<file path="src/kwf_pkg.sv">
// Shared types and constants of the Kuwahara window filter.
// No dependencies; every other file of the block but kwf_ram imports this package.
package kwf_pkg;

  localparam int COL_BITS       = 11;
  localparam int ROW_BITS       = 16;
  localparam int CFG_INDEX_BITS = 2;
  localparam int CFG_DATA_BITS  = 16;

  localparam logic [CFG_INDEX_BITS-1:0] REG_IMAGE_WIDTH  = 2'd0;
  localparam logic [CFG_INDEX_BITS-1:0] REG_IMAGE_HEIGHT = 2'd1;

  localparam logic [COL_BITS-1:0] WIDTH_RESET  = 11'd1024;
  localparam logic [ROW_BITS-1:0] HEIGHT_RESET = 16'd1024;

  // floor(x / 3) = (x * DIV3_K) >> DIV3_SHIFT for any 32-bit x
  localparam logic [31:0] DIV3_K     = 32'hAAAAAAAB;
  localparam int          DIV3_SHIFT = 33;

  // quadrant neighbor offsets: top-left, top-right, bottom-left, bottom-right
  localparam logic signed [2:0] QUAD_DX [4][4] = '{
    '{-3'sd2, -3'sd1, -3'sd2, -3'sd1},
    '{ 3'sd1,  3'sd2,  3'sd1,  3'sd2},
    '{-3'sd2, -3'sd1, -3'sd2, -3'sd1},
    '{ 3'sd1,  3'sd2,  3'sd1,  3'sd2}
  };
  localparam logic signed [2:0] QUAD_DY [4][4] = '{
    '{-3'sd2, -3'sd2, -3'sd1, -3'sd1},
    '{-3'sd2, -3'sd2, -3'sd1, -3'sd1},
    '{ 3'sd1,  3'sd1,  3'sd2,  3'sd2},
    '{ 3'sd1,  3'sd1,  3'sd2,  3'sd2}
  };

  typedef struct packed {
    logic [COL_BITS-1:0] w;
    logic [ROW_BITS-1:0] h;
  } kwf_geom_t;

  typedef struct packed {
    logic [COL_BITS-1:0] col;
    logic [ROW_BITS-1:0] row;
    logic                frame_end;
  } kwf_job_t;

endpackage

</file>
<file path="src/kwf_jobq.sv">
// Two-entry queue of output jobs between front and back.
// Depends on kwf_pkg for the job type.
module kwf_jobq import kwf_pkg::*; (
  input  logic     clk,
  input  logic     rst,
  input  logic     push,
  input  kwf_job_t push_job,
  input  logic     pop,
  output kwf_job_t head,
  output logic     full,
  output logic     empty
);

  kwf_job_t   entry [2];
  logic       wp;
  logic       rp;
  logic [1:0] count;

  assign head  = entry[rp];
  assign full  = (count == 2'd2);
  assign empty = (count == 2'd0);

  always_ff @(posedge clk) begin
    if (push) begin
      entry[wp] <= push_job;
    end
    if (rst) begin
      wp    <= 1'b0;
      rp    <= 1'b0;
      count <= 2'd0;
    end else begin
      if (push) wp <= ~wp;
      if (pop) rp <= ~rp;
      count <= count + 2'(push) - 2'(pop);
    end
  end

endmodule

</file>
<file path="config.mk">
export PLATFORM = sky130hd
export DESIGN_NAME = kwf_jobq
export DESIGN_NICKNAME = d
export VERILOG_FILES = /design/src/kwf_pkg.sv /design/src/kwf_jobq.sv
export SDC_FILE = /design/constraint.sdc
export NUM_CORES = 1
export LEC_CHECK = 0
export ABC_AREA = 0
export CORE_ASPECT_RATIO = 1.2
export CORE_MARGIN = 2
export CORE_UTILIZATION = 50
export CTS_BUF_LIST = sky130_fd_sc_hd__clkbuf_4 sky130_fd_sc_hd__clkbuf_8
export DETAILED_ROUTE_END_ITERATION = 16
export DONT_BUFFER_PORTS = 1
export SLEW_MARGIN = 20
export SYNTH_ARGS = -nofsm -noshare
export SYNTH_HDL_FRONTEND = slang
export SYNTH_SLANG_ARGS = --single-unit
</file>
<file path="constraint.sdc">
create_clock -name clk -period 2.4 [get_ports clk]
set_input_delay 0.12 -clock clk [delete_from_list [all_inputs] [get_ports clk]]
set_output_delay 0.12 -clock clk [all_outputs]
set_load 0.1 [all_outputs]
</file>
; Word-level counts from Yosys, hierarchy flattened
; Memories as Yosys holds them, arrays and structs flattened. A register that Yosys moved wholly into a read port is not among the register bits.
; Index checks and enable logic that the tools add are counted.
[op_classes]
add_sub_neg = 2
eq_ne = 1
muxes = 4
bitwise_logic = 2
n_reduce_logical = 1
[op_table]
columns = op, n
row1 = 2-to-1 mux 1 bit, 4
row2 = adder 2 x 1 -> 2 bit, 1
row3 = equality test 2 bit (second input constant), 1
row4 = zero test 2 bit, 1
row5 = inverter 1 bit, 2
row6 = subtractor 2 x 1 -> 2 bit, 1
[word_totals]
regBits = 4
ram_bits = 56
inputBits = 32
memories = 1
[mem_list]
columns = name, words, width, rd, rd_ports_with_merged_regs, write_ports, line_no
row1 = entry, 2, 28, 1, 1, 1, kwf_jobq.sv:14  ; kwf_job_t entry [2];

; Depth between registers and ports, before layout
[logic_depth]
word_depth = 3
mapped_depth = 6
ltp_nobuf = 6

; Worst setup path after synthesis
; Ideal clock, no wire load.
[synth_path]
path_type = register -> register
startpoint = register wp
endpoint = memory entry[0][0] (netlist name) (enable)
setup_ns = 0.416
arrival_ns = 1.592
setup_slack_ns = 0.392
stages_incl_launch_ff = 2
n_path_buf = 0
synth_period_minus_slack_ns = 2.008
path_cell_list = dfxtp_1 > nor2b_1
[synth_rtl]
columns = element, line_no
row1 = from (decl), kwf_jobq.sv:15  ; logic wp;
row2 = from (signal assigned), kwf_jobq.sv:32  ; if (push) wp <= ~wp;
row3 = to (decl), kwf_jobq.sv:14
; No word-level cell before the write port.

==> run summary <==
The floorplan step defined a die boundary enclosing 5245 um2. Dividing the detail-routed wire length by the instance count gives 16.39 um. The critical path goes through buf_4 -> mux2_4. The share of the synthesized area in the top cell type came out at 0.7187. 0 antenna diodes ended up in the layout. The biggest area contributor in the post-synthesis netlist is sky130_fd_sc_hd__edfxtp_1. After detailed routing, the number of vias per cell comes to 5.005.

Leaving out fill and tap cells, the most frequent cell in the layout is sky130_fd_sc_hd__edfxtp_1. The core region is 4561 um2. The placed instances occupy a cell area of 2422 um2. The count of nets left with antenna violations once routing finished came out at 0. Compared with the post-synthesis result, the final layout area differs by 23.58%. The run gives 521.7 MHz as the fmax. The site row count is 27, and the required time at the endpoint of the critical path is 2.28 ns. The critical path is of the reg2out type. For this block, the via count after detailed routing is 1,081. The total of max-cap violations was 0.

Port buffering added 0 buffers. Number of antenna violations at the first check in global routing: 0. The utilization after layout was 0.6340. In this run the worst path has a maximum fanout of 20. For the I/O pin total, the log shows 62.

TritonCTS built the clock tree. The logs give 5.540 mm for the wire length of the first global-routing pass and 0.1504 for the global router's overall resource usage. Summed over all layers, the routed wires come to 3.540 mm.

Clock root buffer: sky130_fd_sc_hd__clkbuf_8. The tools report the maximum buffer depth of the clock tree as 2. The via count of the first global-routing pass is 1,184. In this run, CTS created clock tree buffers numbering 9. The path class of the tightest hold or removal check is in2reg. The post-synthesis sequential element count is 61.

The design area is 2892 um2, and the routability-driven placement congestion ratio is 0.5901. The run finished with clean final reports. The count of cell types in the netlist was 13. For this design, the CTS-stage hold fixing added 32 buffers. At the later pin of the worst-skew pair, clock insertion delay measures 0.32 ns. The run gives 0.7615 as the sequential element share of the synthesized area. The number of synthesis warnings was 0.

STA classifies the critical path startpoint as a flip-flop. Clock-pin slew was measured on the worst setup and hold paths at 0.06 ns. For this design the ratio of total power to cell area is 927.6 nW/um2. The leftover overflow at the end of global routing was 0. VDD sags by at most 0.7669 mV. The total nets after synthesis was 142; the transition time at the pin with the least slew margin was 0.5806 ns.

The normalized max-slew margin was 0.6129; the number of H-tree levels was 3. In this run the post-CTS setup repair buffer count came out at 0. In this run the vertical extent of the chip is 78.94 um.

Gates resized during post-CTS repair numbered 0. The startpoint of the tightest hold check path was push. Summed over all failing endpoints, the final setup total negative slack is 0 ns. The width of the die works out to 66.45 um. The clock period could shrink to 1.917 ns. Number of buffer and inverter stages on the critical path: 1. The tools report the kind of capture point of the worst setup path as a primary output. The tools report the final layout net count as 189. In the layout the commonest cells are sky130_fd_sc_hd__edfxtp_1 (56), sky130_fd_sc_hd__dlygate4sd3_1 (32), sky130_fd_sc_hd__mux2_4 (20).

The tools report the number of sinks handled by clock tree synthesis as 61. The reg-to-reg critical path startpoint is count[0]$_SDFF_PP0_. On the final layout, the worst clock skew is 0.005017 ns. The data arrival time of the worst path came out at 1.80 ns. Detailed placement finished with a half-perimeter wire length of 2.318 mm.

The ratio of final minimum period to clock period came out at 0.7987. Slowest cell on the critical path: sky130_fd_sc_hd__dfxtp_2. The mapped netlist covers 2340 um2.

After the first detailed-routing iteration, the DRC count stood at 32. The worst stage delay on the critical path is 0.70 ns. The logs give 0 for the number of setup violations in the final report and 0 for the final hold violation count. The pin count of the biggest net entering global routing is 21.

By area the synthesized netlist is led by sky130_fd_sc_hd__edfxtp_1 (72%), sky130_fd_sc_hd__mux2_4 (13%), sky130_fd_sc_hd__dfxtp_1 (4.3%), sky130_fd_sc_hd__mux2_2 (3.9%), sky130_fd_sc_hd__buf_12 (1.7%). Setup repair after global routing left no endpoint under its margin. In this run the mean area of a mapped cell was 21.66 um2.

The tools report the DRC violation count after routing as 0. For the leakage power summed over all cells, the log shows 0.001059 uW. Final number of max-transition violations: 0. The critical path's top delay family is flip-flops. The run gives 0.5130 as the initial core utilization. The number of cells produced by synthesis came out at 108.

Ratio of cells with drive above 1 in the final layout: 0.3228. The tools report the detailed-routing iteration count for the pre-antenna-repair pass as 4.
==> per-stage QoR <==
stage,hold slack [ns],instances,setup WS [ns],power [uW]
detailed placement,0.1872,170,0.7836,1970
global route,0.08801,216,0.3889,2782
finish,0.05868,216,0.4830,2682
global placement,0.1875,170,0.8079,1960
floorplan,0.1916,108,0.3919,1924
CTS,0.03892,216,0.4390,2717
==> path summary, 6_finish.rpt <==
kind                         endpoint  slack, ns  cells after the start
setup / recovery             head[22]       0.48                      2
hold / removal    count[0]$_SDFF_PP0_       0.06                      2
setup reg to reg  count[1]$_SDFF_PP0_       1.12                      6
hold reg to reg       rp$_SDFFE_PP0P_       0.53                      2
==> where the power goes <==
group / switching [uW] / leakage, uW / internal (uW)
logic: 546 / 0.000411 / 169
registers: 38.9 / 0.000568 / 1240
clock network: 326 / 0.0000803 / 363
==> synthesized netlist by cell type, drive strengths merged <==
library cell  number
edfxtp            56
mux2              28
dfxtp              5
nor2               5
buf                3
nor2b              3
ha                 2
inv                2
xnor2              2
and2               1
xnor3              1
==> layer usage <==
layer  track usage  share of wire
met5             0              0
met4       0.09796          0.021
met3       0.04674          0.053
met2        0.2620           0.56
met1        0.1510           0.36
==> cell families after synthesis <==
group / share of synthesized area
XOR/XNOR: 0.01711
adder cells (fa/ha/maj): 0.01069
buffers and inverters: 0.02514
flip-flops: 0.7615
multiplexers: 0.1668
AND/OR/NAND/NOR: 0.01872
==> sequential cells by signal (all words and copies together) (netlist names), named ones only <==
signal  cells
count       2
wp          1
rp          1
entry      56
==> worst reg2reg max path, stage by stage (launching register included) <==
cell,delay [ns]
sky130_fd_sc_hd__dfxtp_1,0.38
sky130_fd_sc_hd__inv_1,0.06
sky130_fd_sc_hd__ha_1,0.27
sky130_fd_sc_hd__inv_1,0.04
sky130_fd_sc_hd__ha_1,0.18
sky130_fd_sc_hd__xnor3_1,0.20
sky130_fd_sc_hd__nor2_1,0.04
==> area by class of cell <==
cell class	count	area [um2]
sequential	61	1783
clock inverter	4	17.52
inverter	2	7.507
tap	58	72.57
multi-input combinational	42	506.7
timing repair buffer	39	372.9
clock buffer	10	131.4
fill	323	1669
(Power assumes the default switching activity.)
