### src/kwf_pkg.sv
// Shared types and constants of the Kuwahara window filter.
// No dependencies; every other file of the block but kwf_ram imports this package.
package kwf_pkg;

  localparam int COL_BITS       = 11;
  localparam int ROW_BITS       = 16;
  localparam int CFG_INDEX_BITS = 2;
  localparam int CFG_DATA_BITS  = 16;

  localparam logic [CFG_INDEX_BITS-1:0] REG_IMAGE_WIDTH  = 2'd0;
  localparam logic [CFG_INDEX_BITS-1:0] REG_IMAGE_HEIGHT = 2'd1;

  localparam logic [COL_BITS-1:0] WIDTH_RESET  = 11'd1024;
  localparam logic [ROW_BITS-1:0] HEIGHT_RESET = 16'd1024;

  // floor(x / 3) = (x * DIV3_K) >> DIV3_SHIFT for any 32-bit x
  localparam logic [31:0] DIV3_K     = 32'hAAAAAAAB;
  localparam int          DIV3_SHIFT = 33;

  // quadrant neighbor offsets: top-left, top-right, bottom-left, bottom-right
  localparam logic signed [2:0] QUAD_DX [4][4] = '{
    '{-3'sd2, -3'sd1, -3'sd2, -3'sd1},
    '{ 3'sd1,  3'sd2,  3'sd1,  3'sd2},
    '{-3'sd2, -3'sd1, -3'sd2, -3'sd1},
    '{ 3'sd1,  3'sd2,  3'sd1,  3'sd2}
  };
  localparam logic signed [2:0] QUAD_DY [4][4] = '{
    '{-3'sd2, -3'sd2, -3'sd1, -3'sd1},
    '{-3'sd2, -3'sd2, -3'sd1, -3'sd1},
    '{ 3'sd1,  3'sd1,  3'sd2,  3'sd2},
    '{ 3'sd1,  3'sd1,  3'sd2,  3'sd2}
  };

  typedef struct packed {
    logic [COL_BITS-1:0] w;
    logic [ROW_BITS-1:0] h;
  } kwf_geom_t;

  typedef struct packed {
    logic [COL_BITS-1:0] col;
    logic [ROW_BITS-1:0] row;
    logic                frame_end;
  } kwf_job_t;

endpackage

### src/kwf_front.sv
// Front end: configuration registers, input positions, line store writes and
// emission of output jobs. Depends on kwf_pkg.
module kwf_front import kwf_pkg::*; #(
  parameter int MAX_WIDTH    = 1024,
  parameter int CHANNEL_BITS = 8
) (
  input  logic                         clk,
  input  logic                         rst,
  input  logic                         cfg_valid,
  output logic                         cfg_ready,
  input  logic [CFG_INDEX_BITS-1:0]    cfg_index,
  input  logic [CFG_DATA_BITS-1:0]     cfg_data,
  input  logic                         in_valid,
  output logic                         in_ready,
  input  logic [CHANNEL_BITS-1:0]      pixel_red,
  input  logic [CHANNEL_BITS-1:0]      pixel_green,
  input  logic [CHANNEL_BITS-1:0]      pixel_blue,
  input  logic                         drain_tick,
  output logic                         ram_we,
  output logic [$clog2(MAX_WIDTH)+2:0] ram_waddr,
  output logic [3*CHANNEL_BITS-1:0]    ram_wdata,
  output kwf_geom_t                    geom,
  output logic                         push,
  output kwf_job_t                     push_job,
  input  logic                         q_full,
  input  logic                         q_empty,
  input  logic                         back_idle
);

  localparam int CA = $clog2(MAX_WIDTH);
  localparam int LW = COL_BITS + 2;

  logic [COL_BITS-1:0] width_reg;
  logic [ROW_BITS-1:0] height_reg;
  logic [COL_BITS-1:0] in_col;
  logic [ROW_BITS-1:0] in_row;
  logic [COL_BITS-1:0] out_col;
  logic [ROW_BITS-1:0] out_row;
  logic [LW-1:0]       lead;
  logic                hold;

  logic          cfg_hit;
  logic          acc;
  logic          in_done;
  logic          pix_wr;
  logic          emit;
  logic          fe;
  logic [LW-1:0] thr;

  always_comb begin
    if (width_reg < 11'd2) begin
      geom.w = 11'd2;
    end else if (32'(width_reg) > MAX_WIDTH) begin
      geom.w = COL_BITS'(MAX_WIDTH);
    end else begin
      geom.w = width_reg;
    end
    geom.h = (height_reg < 16'd2) ? 16'd2 : height_reg;
  end

  assign cfg_ready = 1'b1;
  assign cfg_hit   = cfg_valid && (cfg_index inside {REG_IMAGE_WIDTH, REG_IMAGE_HEIGHT});
  // hold input off while a register write is offered
  assign in_ready  = !q_full && !hold && !cfg_valid;
  assign acc       = in_valid && in_ready;
  assign in_done   = (in_row == geom.h);
  assign pix_wr    = acc && !in_done && !drain_tick;
  assign thr       = LW'({geom.w, 1'b0}) + LW'(2);
  assign emit      = acc && (in_done || (pix_wr && lead >= thr));
  assign fe        = (out_row == geom.h - 16'd1) && (out_col == geom.w - 11'd1);

  assign push               = emit;
  assign push_job.col       = out_col;
  assign push_job.row       = out_row;
  assign push_job.frame_end = fe;

  assign ram_we    = pix_wr;
  assign ram_waddr = {in_row[2:0], CA'(in_col)};
  assign ram_wdata = {pixel_blue, pixel_green, pixel_red};

  always_ff @(posedge clk) begin
    if (rst) begin
      width_reg  <= WIDTH_RESET;
      height_reg <= HEIGHT_RESET;
      in_col     <= '0;
      in_row     <= '0;
      out_col    <= '0;
      out_row    <= '0;
      lead       <= '0;
      hold       <= 1'b0;
    end else if (cfg_valid) begin
      if (cfg_index == REG_IMAGE_WIDTH) width_reg <= cfg_data[COL_BITS-1:0];
      if (cfg_index == REG_IMAGE_HEIGHT) height_reg <= cfg_data;
      if (cfg_hit) begin
        in_col  <= '0;
        in_row  <= '0;
        out_col <= '0;
        out_row <= '0;
        lead    <= '0;
      end
    end else begin
      if (pix_wr) begin
        if ((COL_BITS+1)'(in_col) + 12'd1 >= (COL_BITS+1)'(geom.w)) begin
          in_col <= '0;
          in_row <= in_row + 16'd1;
        end else begin
          in_col <= in_col + 11'd1;
        end
        if (!emit) lead <= lead + LW'(1);
      end
      if (emit) begin
        if (fe) begin
          // restart the frame; wait for the back end before the next one
          in_col  <= '0;
          in_row  <= '0;
          out_col <= '0;
          out_row <= '0;
          lead    <= '0;
          hold    <= 1'b1;
        end else if (out_col + 11'd1 >= geom.w) begin
          out_col <= '0;
          out_row <= out_row + 16'd1;
        end else begin
          out_col <= out_col + 11'd1;
        end
      end
      if (hold && q_empty && back_idle) hold <= 1'b0;
    end
  end

  a_push_room: assert property (@(posedge clk) disable iff (rst) push |-> !q_full)
    else $error("job pushed into a full queue");
  a_fe_hold: assert property (@(posedge clk) disable iff (rst)
    (push && push_job.frame_end) |=> hold)
    else $error("frame end did not hold the front");
  a_lead: assert property (@(posedge clk) disable iff (rst) lead <= thr)
    else $error("input lead beyond window span");

endmodule

### config.mk
export PLATFORM = sky130hd
export DESIGN_NAME = kwf_front
export DESIGN_NICKNAME = d
export VERILOG_FILES = /design/src/kwf_pkg.sv /design/src/kwf_front.sv
export SDC_FILE = /design/constraint.sdc
export NUM_CORES = 1
export LEC_CHECK = 0
export BUFFER_PORTS_ARGS = -buffer_cell sky130_fd_sc_hd__clkbuf_2
export CORE_AREA = 5 5 92 158
export DETAILED_ROUTE_END_ITERATION = 8
export DIE_AREA = 0 0 97 163
export PLACE_DENSITY = 0.81
export SLEW_MARGIN = 25
export SYNTH_ARGS = -nofsm -noshare
export SYNTH_HDL_FRONTEND = slang
export SYNTH_SLANG_ARGS = --single-unit
export TNS_END_PERCENT = 1
### constraint.sdc
create_clock -name clk -period 5.7 [get_ports clk]
set_clock_uncertainty 0.2 [all_clocks]
set_input_delay 0.285 -clock clk [delete_from_list [all_inputs] [get_ports clk]]
set_output_delay 0.285 -clock clk [all_outputs]
set_load 0.005 [all_outputs]
**Word level (Yosys, flattened, before mapping)**

Index checks and enable logic that the tools add are counted.

- Equality and inequality tests: 5
- Reduce and logical (&&, ||, !) cells: 28
- Muxes and demuxes: 32
- Bitwise logic cells: 1
- Order comparisons: 6
- Add/subtract/negate cells: 9

Operators by type and width:

| cell | number |
|---|---|
| $mux W16 | 11 |
| $mux W11 | 12 |
| $mux W13 | 6 |
| $add A16 B1 Y16 const B | 2 |
| $eq A16 B16 Y1 | 2 |
| $add A11 B1 Y11 const B | 2 |
| $lt A16 B2 Y1 const B | 1 |
| $sub A16 B1 Y16 const B | 1 |
| $add A12 B2 Y13 const B | 1 |
| $add A13 B1 Y13 const B | 1 |
| $ge A13 B13 Y1 | 1 |
| $add A11 B1 Y12 const B | 1 |
| $ge A12 B11 Y1 | 1 |
| $eq A11 B11 Y1 | 1 |
| $ge A11 B11 Y1 | 1 |
| $gt A11 B11 Y1 const B | 1 |
| $logic_and A1 B1 Y1 | 11 |
| $lt A11 B2 Y1 const B | 1 |
| $sub A11 B1 Y11 const B | 1 |
| $reduce_bool A2 Y1 | 4 |
| $reduce_and A2 Y1 | 3 |
| $reduce_and A3 Y1 | 2 |
| $logic_not A1 Y1 | 5 |
| $mux W1 | 3 |
| 6 further kinds | 6 |

- Output and inout bits: 96
- Logic and storage cells: 89
- Bits in registers: 95
- Bits of input ports: 50

**Logic depth before layout (Yosys ltp)**

- Depth after elaboration: 14
- Gate-level depth with buffers: 22
- Gate-level depth less buffers: 19

**Worst setup path before layout**

No wires, ideal clock.

- Path type: reg-to-reg
- From: register width_reg[5]
- To: register out_row[8]
- Cell stages (with the launch flop): 22
- Arrival time: 4,450 ps
- Setup time: 117 ps
- Clock period less this slack: 4,767 ps
- Slack: 933 ps
- Path buffers: 4
- Data required time: 5,383 ps
- Cells stage by stage: dfxtp_1 > buf_6 > or4_1 > buf_2 > nor3_1 > o21ai_0 > inv_1 > ha_1 > nand3_1 > nor3_1 > nand3_1 > xnor2_1 > ha_1 > nand3_1 > or4_1 > o211ai_1 > o21ai_0 > a2111oi_4 > nor3_2 > buf_2 > buf_6 > o22a_1

RTL lines:

| what | RTL line | RTL |
|---|---|---|
| start: declaration | kwf_front.sv:33 | `logic [COL_BITS-1:0] width_reg;` |
| start signal: assignment | kwf_front.sv:92 | `if (cfg_index == REG_IMAGE_WIDTH) width_reg <= cfg_data[COL_BITS-1:0];` |
| end signal: assignment | kwf_front.sv:122 | `out_row <= out_row + 16'd1;` |
| end: declaration | kwf_front.sv:38 | `logic [ROW_BITS-1:0] out_row;` |

**Worst setup path in the final report**

- From: register width_reg[5]
- To: register in_col[5]

- Longest elaborated chain between the ends: 10
- Elaborated cells between the ends (all ways): 18
- Those cells by class: add/sub (2); order compare (4); eq/ne (1); mux (7); reduce/logical (4)

RTL lines:

| what | RTL line | RTL |
|---|---|---|
| $gt A11 B11 Y1 | kwf_front.sv:53 | `end else if (32'(width_reg) > MAX_WIDTH) begin` |
| $mux W11 | kwf_front.sv:53 |  |
| $mux W11 * | kwf_front.sv:51 | `if (width_reg < 11'd2) begin` |
| $add A12 B2 Y13 | kwf_front.sv:68 | `assign thr = LW'({geom.w, 1'b0}) + LW'(2);` |
| $ge A13 B13 Y1 | kwf_front.sv:69 | `assign emit = acc && (in_done \|\| (pix_wr && lead >= thr));` |
| $logic_and A1 B1 Y1 | kwf_front.sv:69 |  |
| $logic_or A1 B1 Y1 | kwf_front.sv:69 |  |
| $logic_and A1 B1 Y1 | kwf_front.sv:69 |  |
| $mux W11 * | kwf_front.sv:111 | `if (emit) begin` |
| $mux W11 * | kwf_front.sv:91 | `end else if (cfg_valid) begin` |
| end signal: assignment | kwf_front.sv:107 | `in_col <= in_col + 11'd1;` |
| end: declaration | kwf_front.sv:35 | `logic [COL_BITS-1:0] in_col;` |

Every way passes the cells marked *; elsewhere a longest branch is shown, timed or not.
A chain may end at the register's enable or synchronous reset.

==> flow_metrics.py <==
metrics = {
    "floorplanning": {
        "die-area_um2": 15800,
        "num_rows": 56,
        "die_y_um": 163,
        "die_w_um": 97,
        "core-area_um2": 13200,
        "start_util": 0.551,
        "io_pins": 146,
    },
    "layout": {
        "final_area_um2": 8060,
        "final_util": 0.609,
        "antenna_cells": 0,
        "stdcell_count": 1185,
        "fin_nets": 1098,
        "area_growth_pct": 10.5,
        "drive_gt1_frac": 0.150,
    },
    "critical_path": {
        "slowest_delay_ns": 0.67,
        "rr_endpoint": "in_col[5]",
        "crit_family": "simple AND/OR/NAND/NOR gates",
        "required_ns": 5.75,
        "crit_top_cell": "nand3_1",
        "crit_chain": "or4_1 -> nor3_1 -> o21ai_0 -> inv_1 -> ha_1 -> nand3_1 -> nor3_1 -> nand3_1 -> xnor2_1 -> ha_1 -> nand3_1 -> or4_1 -> o211ai_1 -> o21ai_1 -> a2111oi_4 -> buf_4 -> or2b_2 -> o311ai_0 -> o21a_1",
        "slowest_stage": "or4_1",
        "path_max_fanout": 14,
        "rr_startpoint": "width_reg[5]",
        "path_buf_inv": 2,
        "ff2ff_path_depth": 19,
        "start_kind": "register",
        "worstSetupEndpointType": "register",
        "startpoint": "width_reg[5]",
        "rrSetupSlack_ns": 0.20,
        "path_class": "register to register",
        "arrival_ns": 5.55,
    },
    "routing": {
        "drc": 0,
        "wirelength_met1_um": 7840,
        "vias_per_cell": 6.19,
        "vias": 7335,
        "wl_per_cell_um": 18.6,
        "ant_nets": 0,
        "drtPass1Iterations": 5,
        "wl_met3_um": 1210,
        "wl_met2_um": 11500,
        "top_layer_used": "met4",
        "drtIter0Drc": 438,
        "drt-total-wl_um": 22100,
    },
    "clocking": {
        "insertion_delay_ns": 0.36,
        "cts_tree": "yes",
        "cts_made_buffers": 9,
        "cts_root_buf": "clkbuf_16",
        "cts.reportedPaths.clkPinSlew_ns": 0.07,
        "clockBufferDepth": 2,
        "cts.htree.levels": 3,
        "clock_sinks": 95,
    },
    "status": {
        "status": "complete, no violations",
    },
    "sta": {
        "tightest_slew_ns": 0.979,
        "hold_ws_ns": 0.121,
        "fin_ws_ns": 0.202,
        "finalSetupTns_ns": 0,
        "hold_viol_final": 0,
        "slew_headroom": 0.345,
        "fin_crit_ns": 5.50,
        "slew_violations": 0,
        "max_freq_mhz": 182,
        "fin_crit_sh": 0.965,
        "setup_viol": 0,
    },
    "yosys": {
        "synth.distinct_cells": 73,
        "synthTopCellsByCount": "124 x nand2_1, 95 x dfxtp_1, 70 x nor2_1",
        "netlist_area_um2": 7300,
        "synth_edf_count": 0,
        "synth_flop_cell": "dfxtp_1",
        "async_flop_share": 0,
        "ys_seq_area_frac": 0.261,
        "yosys_warnings": 0,
        "ys_ff_latch": 95,
        "synth_area_per_cell_um2": 7.51,
        "synth_top_cell_area_share": 0.261,
        "synthCells": 972,
        "synth_largest_area_cell": "dfxtp_1",
        "yosysMostFrequentCell": "nand2_1",
        "synth_area_leaders": "dfxtp_1 26%, ha_1 7.2%, xnor2_1 6.7%, nand2_1 6.4%, a21oi_1 4.5%",
    },
    "place": {
        "place_congestion": 0.959,
        "place_inst": 1149,
        "pre_cts_ws_ns": 0.178,
        "dp_hpwl_um": 16700,
        "place_area_um2": 7540,
        "place.port_buffers": 96,
    },
    "min_path": {
        "min_path_type": "primary input to register",
        "whs_endpoint": "hold",
        "holdCritStartpoint": "q_empty",
        "worstHoldPathCells": 4,
    },
    "pwr": {
        "leakage_nw": 3.32,
        "ir_drop_v": 0.000168,
        "powerDensity_nw_per_um2": 195,
        "finalPower_mw": 1.57,
    },
    "job": {
        "maxCapViolCount": 0,
    },
    "grt": {
        "grt_overflow_total": 0,
        "grt_use_total": 0.270,
        "antenna_found_initial": 0,
        "grt_pass1_vias": 6928,
        "grt_pass1_wl_um": 34700,
        "grt_max_degree": 38,
    },
}
-- worst max-delay path by stage --
stage / depth (start not counted) / to / slack, ns
3_3_place_gp: 19 / lead[8] / 0.02
6_report: 19 / in_col[5] / 0.20
3_5_place_dp: 19 / lead[8] / 0.18
5_1_grt: 19 / in_col[5] / -0.06
2_1_floorplan: 21 / out_row[8] / 0.93
4_1_cts: 19 / lead[8] / 0.14
-- final cells by class --
| class | instances | area, um^2 |
|---|---|---|
| fillers | 1188 | 5180 |
| multi-input cells | 735 | 4700 |
| flip-flops and latches | 95 | 1900 |
| repair buffers | 131 | 796 |
| clock buffers | 10 | 239 |
| well taps | 174 | 218 |
| inverters | 34 | 128 |
| clock inverters | 6 | 77.6 |
-- power breakdown --
group	internal (mW)	switching (mW)
Combinational	0.0941	0.133
Clock	0.360	0.291
Sequential	0.673	0.0210
Total	1.13	0.445
-- timing repair --
item | CTS | global route
hold buffers | 15 | 1
setup buffers | 0 | 3
endpoints found under the setup margin | 0 | 49
gates resized for setup | 0 | 4
endpoints found under the hold margin | 20 | 1
-- routing by layer --
metal  vias up  GRT usage
met5         -          0
met4         0      0.181
met3       112     0.0369
met2       309      0.508
met1      3452      0.273
li1       3462          -
-- cell families after synthesis --
| kind of cell | after synthesis | synth area share |
|---|---|---|
| flip-flops | 95 | 0.261 |
| other | 1 | 0.000514 |
| XOR/XNOR | 86 | 0.103 |
| multiplexers | 2 | 0.00274 |
| adder cells (fa/ha/maj) | 42 | 0.0720 |
| buffers and inverters | 144 | 0.100 |
| AND/OR/NAND/NOR | 393 | 0.270 |
| AO/OA/AOI/OAI | 209 | 0.191 |
-- cell usage in the layout (no fill, tap or decap), drive strengths merged, types with 4 or more instances in the layout --
master and count:
a31oi 23, or4 13, o311ai 7, ha 42, nand2b 12, o21a 14
clkbuf 106, and4 5, nor2 71, o21ai 35, a211oi 5, nand2 124
nor3 26, o211ai 12, nand4 15, nor4 12, nand3 44, nor2b 14
dfxtp 95, a21oi 65, buf 19, inv 36, or2 7, or3 11
dlygate4sd3 16, a21o 8, xor2 30, and3 24, a311oi 4, xnor2 56
-- worst register-to-register path, stage by stage, from the launching register on --
cell and delay [ns]:
dfxtp_1 0.40, or4_1 0.67, nor3_1 0.21, o21ai_0 0.20
inv_1 0.14, ha_1 0.21, nand3_1 0.09, nor3_1 0.39
nand3_1 0.16, xnor2_1 0.16, ha_1 0.30, nand3_1 0.07
or4_1 0.40, o211ai_1 0.15, o21ai_1 0.19, a2111oi_4 0.61
buf_4 0.21, or2b_2 0.28, o311ai_0 0.21, o21a_1 0.16
Power figures use the tool's default switching activity.
