<file path="src/kwf_pkg.sv">
// Shared types and constants of the Kuwahara window filter.
// No dependencies; every other file of the block but kwf_ram imports this package.
package kwf_pkg;

  localparam int COL_BITS       = 11;
  localparam int ROW_BITS       = 16;
  localparam int CFG_INDEX_BITS = 2;
  localparam int CFG_DATA_BITS  = 16;

  localparam logic [CFG_INDEX_BITS-1:0] REG_IMAGE_WIDTH  = 2'd0;
  localparam logic [CFG_INDEX_BITS-1:0] REG_IMAGE_HEIGHT = 2'd1;

  localparam logic [COL_BITS-1:0] WIDTH_RESET  = 11'd1024;
  localparam logic [ROW_BITS-1:0] HEIGHT_RESET = 16'd1024;

  // floor(x / 3) = (x * DIV3_K) >> DIV3_SHIFT for any 32-bit x
  localparam logic [31:0] DIV3_K     = 32'hAAAAAAAB;
  localparam int          DIV3_SHIFT = 33;

  // quadrant neighbor offsets: top-left, top-right, bottom-left, bottom-right
  localparam logic signed [2:0] QUAD_DX [4][4] = '{
    '{-3'sd2, -3'sd1, -3'sd2, -3'sd1},
    '{ 3'sd1,  3'sd2,  3'sd1,  3'sd2},
    '{-3'sd2, -3'sd1, -3'sd2, -3'sd1},
    '{ 3'sd1,  3'sd2,  3'sd1,  3'sd2}
  };
  localparam logic signed [2:0] QUAD_DY [4][4] = '{
    '{-3'sd2, -3'sd2, -3'sd1, -3'sd1},
    '{-3'sd2, -3'sd2, -3'sd1, -3'sd1},
    '{ 3'sd1,  3'sd1,  3'sd2,  3'sd2},
    '{ 3'sd1,  3'sd1,  3'sd2,  3'sd2}
  };

  typedef struct packed {
    logic [COL_BITS-1:0] w;
    logic [ROW_BITS-1:0] h;
  } kwf_geom_t;

  typedef struct packed {
    logic [COL_BITS-1:0] col;
    logic [ROW_BITS-1:0] row;
    logic                frame_end;
  } kwf_job_t;

endpackage

</file>
<file path="src/kwf_back.sv">
// Back end: reads the quadrant neighbors of each job, forms mean and
// deviation per channel with a shared divider and a bit-serial square root,
// and presents the winning mean. Depends on kwf_pkg.
module kwf_back import kwf_pkg::*; #(
  parameter int MAX_WIDTH    = 1024,
  parameter int CHANNEL_BITS = 8
) (
  input  logic                         clk,
  input  logic                         rst,
  input  kwf_geom_t                    geom,
  input  logic                         q_empty,
  input  kwf_job_t                     head,
  output logic                         pop,
  output logic                         ram_re,
  output logic [$clog2(MAX_WIDTH)+2:0] ram_raddr,
  input  logic [3*CHANNEL_BITS-1:0]    ram_rdata,
  output logic                         idle,
  output logic                         out_valid,
  input  logic                         out_ready,
  output logic [CHANNEL_BITS-1:0]      out_red,
  output logic [CHANNEL_BITS-1:0]      out_green,
  output logic [CHANNEL_BITS-1:0]      out_blue,
  output logic                         frame_end
);

  localparam int CB   = CHANNEL_BITS;
  localparam int CA   = $clog2(MAX_WIDTH);
  localparam int SB   = CB + 2;
  localparam int QB   = 2 * CB + 2;
  localparam int NW   = 2 * CB + 6;
  localparam int SW   = CB + 2;
  localparam int VW   = 2 * SW;
  localparam int DW   = SW + 2;
  localparam int CNTW = $clog2(SW + 1);
  localparam int XW   = COL_BITS + 2;
  localparam int YW   = ROW_BITS + 2;

  localparam logic [2:0] B_IDLE = 3'd0;
  localparam logic [2:0] B_RD   = 3'd1;
  localparam logic [2:0] B_ACC  = 3'd2;
  localparam logic [2:0] B_DM   = 3'd3;
  localparam logic [2:0] B_DV   = 3'd4;
  localparam logic [2:0] B_SQ0  = 3'd5;
  localparam logic [2:0] B_SQ   = 3'd6;
  localparam logic [2:0] B_OUT  = 3'd7;

  logic [2:0]      state;
  kwf_job_t        job;
  logic [1:0]      q;
  logic [1:0]      k;
  logic [1:0]      c;
  logic            pend;
  logic [2:0]      n;
  logic [SB-1:0]   sum  [3];
  logic [QB-1:0]   sq   [3];
  logic [CB+1:0]   m4;
  logic [NW-1:0]   v16;
  logic [VW-1:0]   rad;
  logic [DW-1:0]   rem;
  logic [SW-1:0]   root;
  logic [CNTW-1:0] cnt;
  logic [DW-1:0]   dev;
  logic [CB-1:0]   mean [3];
  logic            best_has;
  logic [DW-1:0]   best_dev;
  logic [CB-1:0]   best [3];

  logic signed [XW-1:0] nx;
  logic signed [YW-1:0] ny;
  logic                 nb_valid;
  logic [NW-1:0]        div_x;
  logic [NW-1:0]        div_q;
  logic [63:0]          prod;
  logic [VW-1:0]        msq;
  logic [CB+2:0]        mean_r;
  logic [DW-1:0]        rem_sh;
  logic [DW-1:0]        trial;
  logic                 ge;
  logic [SW-1:0]        root_n;
  logic [DW-1:0]        dev_tot;
  logic [CB-1:0]        ch    [3];
  logic [2*CB-1:0]      ch_sq [3];

  always_comb begin
    nx = $signed({2'b00, job.col}) + XW'(QUAD_DX[q][k]);
    ny = $signed({2'b00, job.row}) + YW'(QUAD_DY[q][k]);
    nb_valid = !nx[XW-1] && (nx < $signed({2'b00, geom.w})) &&
               !ny[YW-1] && (ny < $signed({2'b00, geom.h}));
  end

  assign ram_re    = (state == B_RD) && nb_valid;
  assign ram_raddr = {ny[2:0], CA'(nx[XW-2:0])};

  always_comb begin
    for (int i = 0; i < 3; i++) begin
      ch[i]    = ram_rdata[i*CB +: CB];
      ch_sq[i] = ch[i] * ch[i];
    end
  end

  // shared divide by the pixel count
  always_comb begin
    div_x = (state == B_DV) ? {sq[c], 4'b0000} : NW'({sum[c], 2'b00});
    prod  = {32'd0, 32'(div_x)} * {32'd0, DIV3_K};
    case (n)
      3'd1:    div_q = div_x;
      3'd2:    div_q = div_x >> 1;
      3'd3:    div_q = NW'(prod[63:DIV3_SHIFT]);
      3'd4:    div_q = div_x >> 2;
      default: div_q = '0;
    endcase
  end

  assign msq    = m4 * m4;
  assign mean_r = (CB+3)'(m4) + (CB+3)'(2);

  // one digit of the square root per cycle
  always_comb begin
    rem_sh  = {rem[DW-3:0], rad[VW-1:VW-2]};
    trial   = {root, 2'b01};
    ge      = (rem_sh >= trial);
    root_n  = {root[SW-2:0], ge};
    dev_tot = dev + DW'(root_n);
  end

  assign pop       = (state == B_IDLE) && !q_empty;
  assign idle      = (state == B_IDLE);
  assign out_valid = (state == B_OUT);
  assign out_red   = best[0];
  assign out_green = best[1];
  assign out_blue  = best[2];
  assign frame_end = job.frame_end;

  always_ff @(posedge clk) begin
    if (rst) begin
      state <= B_IDLE;
      pend  <= 1'b0;
      n     <= 3'd0;
    end else begin
      if ((state == B_RD || state == B_ACC) && pend) begin
        n <= n + 3'd1;
        for (int i = 0; i < 3; i++) begin
          sum[i] <= sum[i] + SB'(ch[i]);
          sq[i]  <= sq[i] + QB'(ch_sq[i]);
        end
      end
      case (state)
        B_IDLE: begin
          if (!q_empty) begin
            job      <= head;
            q        <= 2'd0;
            k        <= 2'd0;
            n        <= 3'd0;
            dev      <= '0;
            best_has <= 1'b0;
            for (int i = 0; i < 3; i++) begin
              sum[i]  <= '0;
              sq[i]   <= '0;
              best[i] <= '0;
            end
            state <= B_RD;
          end
        end
        B_RD: begin
          pend <= nb_valid;
          k    <= k + 2'd1;
          if (k == 2'd3) state <= B_ACC;
        end
        B_ACC: begin
          pend <= 1'b0;
          c    <= 2'd0;
          if (n == 3'd0 && !pend) begin
            // skip an empty quadrant
            if (q == 2'd3) begin
              state <= B_OUT;
            end else begin
              q <= q + 2'd1;
              state <= B_RD;
            end
          end else begin
            state <= B_DM;
          end
        end
        B_DM: begin
          m4    <= (CB+2)'(div_q);
          state <= B_DV;
        end
        B_DV: begin
          v16   <= div_q;
          state <= B_SQ0;
        end
        B_SQ0: begin
          rad     <= (v16 > NW'(msq)) ? VW'(v16 - NW'(msq)) : '0;
          rem     <= '0;
          root    <= '0;
          cnt     <= CNTW'(SW);
          mean[c] <= mean_r[CB+1:2];
          state   <= B_SQ;
        end
        B_SQ: begin
          rem  <= ge ? (rem_sh - trial) : rem_sh;
          root <= root_n;
          rad  <= rad << 2;
          cnt  <= cnt - CNTW'(1);
          if (cnt == CNTW'(1)) begin
            if (c == 2'd2) begin
              if (!best_has || dev_tot < best_dev) begin
                best_has <= 1'b1;
                best_dev <= dev_tot;
                for (int i = 0; i < 3; i++) best[i] <= mean[i];
              end
              dev <= '0;
              n   <= 3'd0;
              k   <= 2'd0;
              for (int i = 0; i < 3; i++) begin
                sum[i] <= '0;
                sq[i]  <= '0;
              end
              if (q == 2'd3) begin
                state <= B_OUT;
              end else begin
                q     <= q + 2'd1;
                state <= B_RD;
              end
            end else begin
              dev   <= dev_tot;
              c     <= c + 2'd1;
              state <= B_DM;
            end
          end
        end
        B_OUT: begin
          if (out_ready) state <= B_IDLE;
        end
        default: state <= B_IDLE;
      endcase
    end
  end

  a_rd_only_in_read: assert property (@(posedge clk) disable iff (rst)
    ram_re |-> (state == B_RD))
    else $error("store read outside the read phase");
  a_pop_idle: assert property (@(posedge clk) disable iff (rst)
    pop |=> (state == B_RD))
    else $error("popped job did not start reading");
  a_count: assert property (@(posedge clk) disable iff (rst) n <= 3'd4)
    else $error("quadrant pixel count above four");

endmodule
</file>
<file path="config.mk">
export PLATFORM = sky130hd
export DESIGN_NAME = kwf_back
export DESIGN_NICKNAME = d
export VERILOG_FILES = /design/src/kwf_pkg.sv /design/src/kwf_back.sv
export SDC_FILE = /design/constraint.sdc
export NUM_CORES = 1
export LEC_CHECK = 0
export ABC_AREA = 0
export BUFFER_PORTS_ARGS = -buffer_cell sky130_fd_sc_hd__buf_2
export CAP_MARGIN = 10
export CELL_PAD_IN_SITES_DETAIL_PLACEMENT = 1
export CELL_PAD_IN_SITES_GLOBAL_PLACEMENT = 2
export CORE_ASPECT_RATIO = 0.6
export CORE_MARGIN = 2
export CORE_UTILIZATION = 42
export CTS_CLUSTER_DIAMETER = 30
export DETAILED_ROUTE_END_ITERATION = 8
export GPL_TIMING_DRIVEN = 0
export PLACE_DENSITY_LB_ADDON = 0.1
export SLEW_MARGIN = 40
export SYNTH_ARGS = -nofsm -noshare
export SYNTH_HDL_FRONTEND = slang
export SYNTH_SLANG_ARGS = --single-unit
</file>
<file path="constraint.sdc">
create_clock -name clk -period 10.2 [get_ports clk]
set_input_delay 0.51 -clock clk [delete_from_list [all_inputs] [get_ports clk]]
set_output_delay 0.51 -clock clk [all_outputs]
set_load 0.02 [all_outputs]
</file>
### Yosys cells after proc, flatten, opt, wreduce, memory -nomap -nowiden

Memory sizes are Yosys's and may differ from the RTL's. A register that Yosys moved wholly into a read port is not among the register bits.
Index checks and enable logic that the tools add are counted.

| storage, ports and cells | value |
|---|---|
| register bits after elaboration | 142 |
| bits in writable memories | 132 |
| input port bits | 83 |
| word-level logic and storage cells | 219 |
| memories kept | 4 |

| operators by class | value |
|---|---|
| $add $sub $neg | 17 |
| multiply operators | 5 |
| magnitude comparators | 7 |
| equality and inequality tests | 23 |
| mux-type cells | 93 |
| bitwise logic cells | 19 |
| reduce and logical (&&, ||, !) cells | 33 |

Memories:

| memory | depth | bits a word | rd ports | clocked after Yosys merged registers in | wr ports | line | RTL |
|---|---|---|---|---|---|---|---|
| sq | 3 | 18 | 4 | 1 | 3 | kwf_back.sv:55 | `logic [QB-1:0] sq [3];` |
| sum | 3 | 10 | 4 | 1 | 3 | kwf_back.sv:54 | `logic [SB-1:0] sum [3];` |
| best | 3 | 8 | 3 | 0 | 3 | kwf_back.sv:66 | `logic [CB-1:0] best [3];` |
| mean | 3 | 8 | 3 | 0 | 1 | kwf_back.sv:63 | `logic [CB-1:0] mean [3];` |

Operators with widths:

| kind | number |
|---|---|
| $mux W18 | 6 |
| $pmux W22 S4 | 1 |
| $mux W12 | 7 |
| $mux W10 | 7 |
| $add A18 B16 Y18 | 3 |
| $mul A22 B32 Y54 const B | 1 |
| $bmux W12 S2 | 2 |
| $mul A8 B8 Y16 | 3 |
| $mux W3 | 15 |
| $pmux W10 S2 | 2 |
| $pmux W20 S2 | 1 |
| $add A10 B8 Y10 | 3 |
| $mux W1 | 25 |
| $mux W8 | 3 |
| $pmux W12 S2 | 1 |
| $pmux W3 S8 | 1 |
| $gt A22 B20 Y1 | 1 |
| $mux W2 | 11 |
| $mux W22 | 1 |
| $mul A10 B10 Y20 | 1 |
| $mux W20 | 1 |
| $sub A20 B20 Y20 | 1 |
| $add A17 B3 Y18 | 1 |
| $lt A18 B17 Y1 | 1 |
| other kinds (38) | 98 |

### Logic depth before layout (Yosys ltp)

| logic depth | value |
|---|---|
| word-level depth | 13 |
| gate-level depth with buffers | 31 |

### Least setup slack after synthesis

OpenSTA, ideal clock, no wires.

| timing | value |
|---|---|
| kind | flip-flop to flip-flop |
| start point | register (tool-made name) |
| end point | register v16[13], data pin |
| library setup time | 0.268 ns |
| arrival | 7.675 ns |
| path slack | 2.257 ns |
| stages on the path, launching flop included | 31 |
| buffers on the path | 2 |
| clock period less this slack | 7.943 ns |
| path through | dfxtp_1 > buf_2 > clkbuf_1 > mux2i_1 > nor2_1 > a21oi_1 > nor2_1 > ha_1 > inv_1 > fa_1 > inv_1 > fa_1 > inv_1 > fa_1 > inv_1 > fa_1 > inv_1 > fa_1 > inv_1 > ha_1 > ha_1 > nand3_1 > a21oi_1 > a2111oi_2 > o22ai_1 > o41ai_2 > a21oi_2 > a221o_1 > a21oi_1 > xor2_1 > o21ai_1 |

RTL lines:

| item | line | RTL |
|---|---|---|
| end signal: assignment | kwf_back.sv:189 | `v16 <= div_q;` |
| end: declaration | kwf_back.sv:57 | `logic [NW-1:0] v16;` |

==> summary.md <==
| Metric | Value |
|---|---|
| Achievable Freq | 0.105 GHz |
| Worst-path clk slew | ~0.050 ns |
| Most frequent CP cell | inv_1 |
| Worst slack, placed | approximately 0.24 ns |
| DR vias | approximately 23000 |
| Compound-Gate Fraction of Synth Area | 11.0% |
| Worst VDD drop | roughly 0.0003 V |
| Post-synth top flop | edfxtp_1 |
| Worst Clk Skew | about 0.032 ns |
| Mapped Area | ~0.031 mm^2 |
| DRT Wirelength | between 80 and 90 mm |
| Seq/Total Area, Yosys | 26.1% |
| Pre-antenna DRT Iters | 5 |
| Critical Path End Type | flop |
| Initial Util | 42.6% |
| HPWL after detailed placement | 72.6 mm |
| Max_slew headroom | 40.4% |
| Largest net degree at the start of global routing | 25 |
| Post-synthesis mux area share | under 10% |
| Area Overhead vs Synth | 13.1% |
| Max Cap Viol | 0 |
| Num CTS Buffers | 54 |
| Clock Tree Root | clkbuf_16 |
| Final instance area | 0.0355 mm^2 |
| Buffer depth of the longest clock path | 3 |
| Cell Area, Placed | 0.0336 mm^2 |
| First-pass GRT wire length | approximately 140 mm |
| Largest area contributor in the netlist | edfxtp_1 |
| Finished Layout Cells | approximately 4400 |
| Syn_area_per_cell | 10.0 um^2 |
| GP Congestion | 0.849 |
| WP buf/inv | 8 |
| Minimum clock period | 9.54 ns |
| Adder-cell share of the synthesized area | 38.0% |
| PwrDens | 297 mW/mm^2 |
| Ys async rst share | 0% |
| Post-Syn Nets | ~4000 |
| Setup Fix Bufs, Post-CTS | 0 |
| Clock sink total | 276 |
| Port Buf Inserts | around 120 |
| TritonCTS clock tree | built |
| Reg2reg path depth | 29 |
| Critical Path AT | 9.93 ns |
| Vias in the first global route | 24900 |
| #FFs+latches synth | 276 |
| Core Area | 0.0738 mm^2 |
| Fin. max-slew vios | 0 |
| Final setup fails | 0 |
| Initial antenna violation count | 4 |
| Clk_lat worst skew | 0.61 ns |
| Layout cell share with drive strength beyond 1 | 9.25% |
| Distinct cells, synth | 78 |
| Post-DR wirelength/cell | 19.8 um |
| Ys Warns | 0 |
| CTS H-tree lvls | 2 |
| 1st-iter DRT viols | about 1100 |
| Crit path launch type | flop |
| Post-Synthesis Cells | 3139 |
| Synth top area share | 25.5% |
| Status | finished clean |
| Chip height | 216 um |
| Pleak | 17.0 nW |
| Worst Path Class, Setup | reg2reg |
| Final WS setup | 0.663 ns |
| Area contributors post-synth | edfxtp_1 (26%), ha_1 (20%), fa_1 (18%) |
| Core Util, Final | between 40% and 50% |
| CP max stage cell | fa_1 |
| Unrepaired setup endpoints after global routing | no |
| Least-Margin Pin Slew | 0.891 ns |
| XOR/XNOR share of the synthesized area | 4.79% |
| DP Cell Count | 4267 |
| CP top delay family | adder cells |
| Antenna Nets Post-Route | 0 |
| Hold Vio Cnt, Final | 0 |
| Die width | 357 um |
| Number of synthesized flops with an enable pin | 267 |
| DRC Markers | 0 |
| Total I/O pin count | 125 |
| Critical path peak fanout | 10 |
| # rows | between 70 and 80 |
| Total GRT Usage | 22.9% |
| Commonest non-fill, non-tap cell in the layout | inv_1 |
| Full die area | just under 0.08 mm^2 |
| Final-stage net count | 4200 |
| Largest family of logic cells by synthesized area | adder cells |
| Total gr overflow | 0 |
| Post-Synth Simple-Gate Area | 10.6% |
| CP Depth | 29 |
| Final period util | 93.5% |
| Worst Hold Margin | approximately 0.07 ns |
| Via density | 5.18 |
| Critical Path RT | 10.59 ns |
| Most frequent cells in the layout | inv_1 (594), ha_1 (494), fa_1 (287) |
| Peak per-stage delay on the critical path | 0.71 ns |
| Hold Path Class | in2reg |
| Hold depth | 1 |
-- path summary, 6_finish.rpt --
path                startpoint                   to  slack (ns)
max                       flop    v16[19]$_DFFE_PP_        0.66
min                    head[0]  frame_end$_DFFE_PP_        0.07
max reg2reg               flop    v16[19]$_DFFE_PP_        0.66
min reg2reg  pend$_SDFFE_PP0N_      n[1]$_SDFF_PP0_        0.50
-- metal layers --
layer / part of all wire [%] / global-route usage [%] / vias up
li1: - / - / 10900
met1: 52 / 35.4 / 11300
met2: 42 / 34.3 / 307
met3: 3.9 / 3.43 / 80
met4: 1.2 / 3.46 / 0
met5: 0 / 0 / -
-- through the flow --
stage / setup TNS, ns / power [mW]
after floorplan: 0 / 6.83
after global placement: -0.338 / 8.45
after detailed placement: 0 / 8.72
after CTS: 0 / 10.7
after global routing: 0 / 11.8
final: 0 / 10.6
-- power by group --
group	internal (mW)	total (mW)	switching, mW
registers	1.51	1.61	0.106
logic	2.90	7.08	4.18
clock network	1.19	1.88	0.692
-- cell families after synthesis --
family	count (synthesis)
compound gates	525
flops	276
fa+ha+maj	782
simple gates	684
mux	37
xor+xnor	172
buf+inv	663
-- worst reg2reg max path: cells and delay by family (launching register included) --
kind / cells / cell delay (ns)
adders and majority gates: 8 / 3.91
and+or+nand+nor: 3 / 0.98
AOI/OAI and AO/OA: 10 / 2.53
buffers and inverters: 8 / 1.45
DFF: 1 / 0.45
-- final cells by class --
type / count / area, um^2
fill: 8261 / 38300
multi-input combinational: 2200 / 20900
sequential: 276 / 8200
inverter: 597 / 2240
clock buffer: 58 / 1390
tap: 987 / 1230
timing repair buffer: 142 / 806
clock inverter: 44 / 543
buffer: 65 / 263
antenna: 3 / 7.51
-- synth_stat cells (53+ instances only) --
| library cell | instances |
|---|---|
| clkbuf_1 | 53 |
| fa_1 | 287 |
| o21ai_0 | 71 |
| nand2_1 | 148 |
| edfxtp_1 | 267 |
| inv_1 | 594 |
| a21oi_1 | 149 |
| ha_1 | 494 |
| nor2b_1 | 67 |
| and2_1 | 94 |
| a21o_1 | 58 |
| xnor2_1 | 109 |
| xor2_1 | 63 |
| nor2_1 | 210 |
-- repair_timing --
action	4_1_cts	5_1_grt
gates resized for setup	0	10
setup endpoints to repair	0	9
hold buffers	0	0
-- registers in the layout, summed over array words and instances, names as in the netlist, 4 cells and up, named ones only --
name / cells
v16: 22
job: 27
sq: 54
cnt: 4
best: 24
root: 10
dev: 12
m4: 10
mean: 24
rad: 20
sum: 30
rem: 10
best_dev: 12
Power figures use the tool's default switching activity.
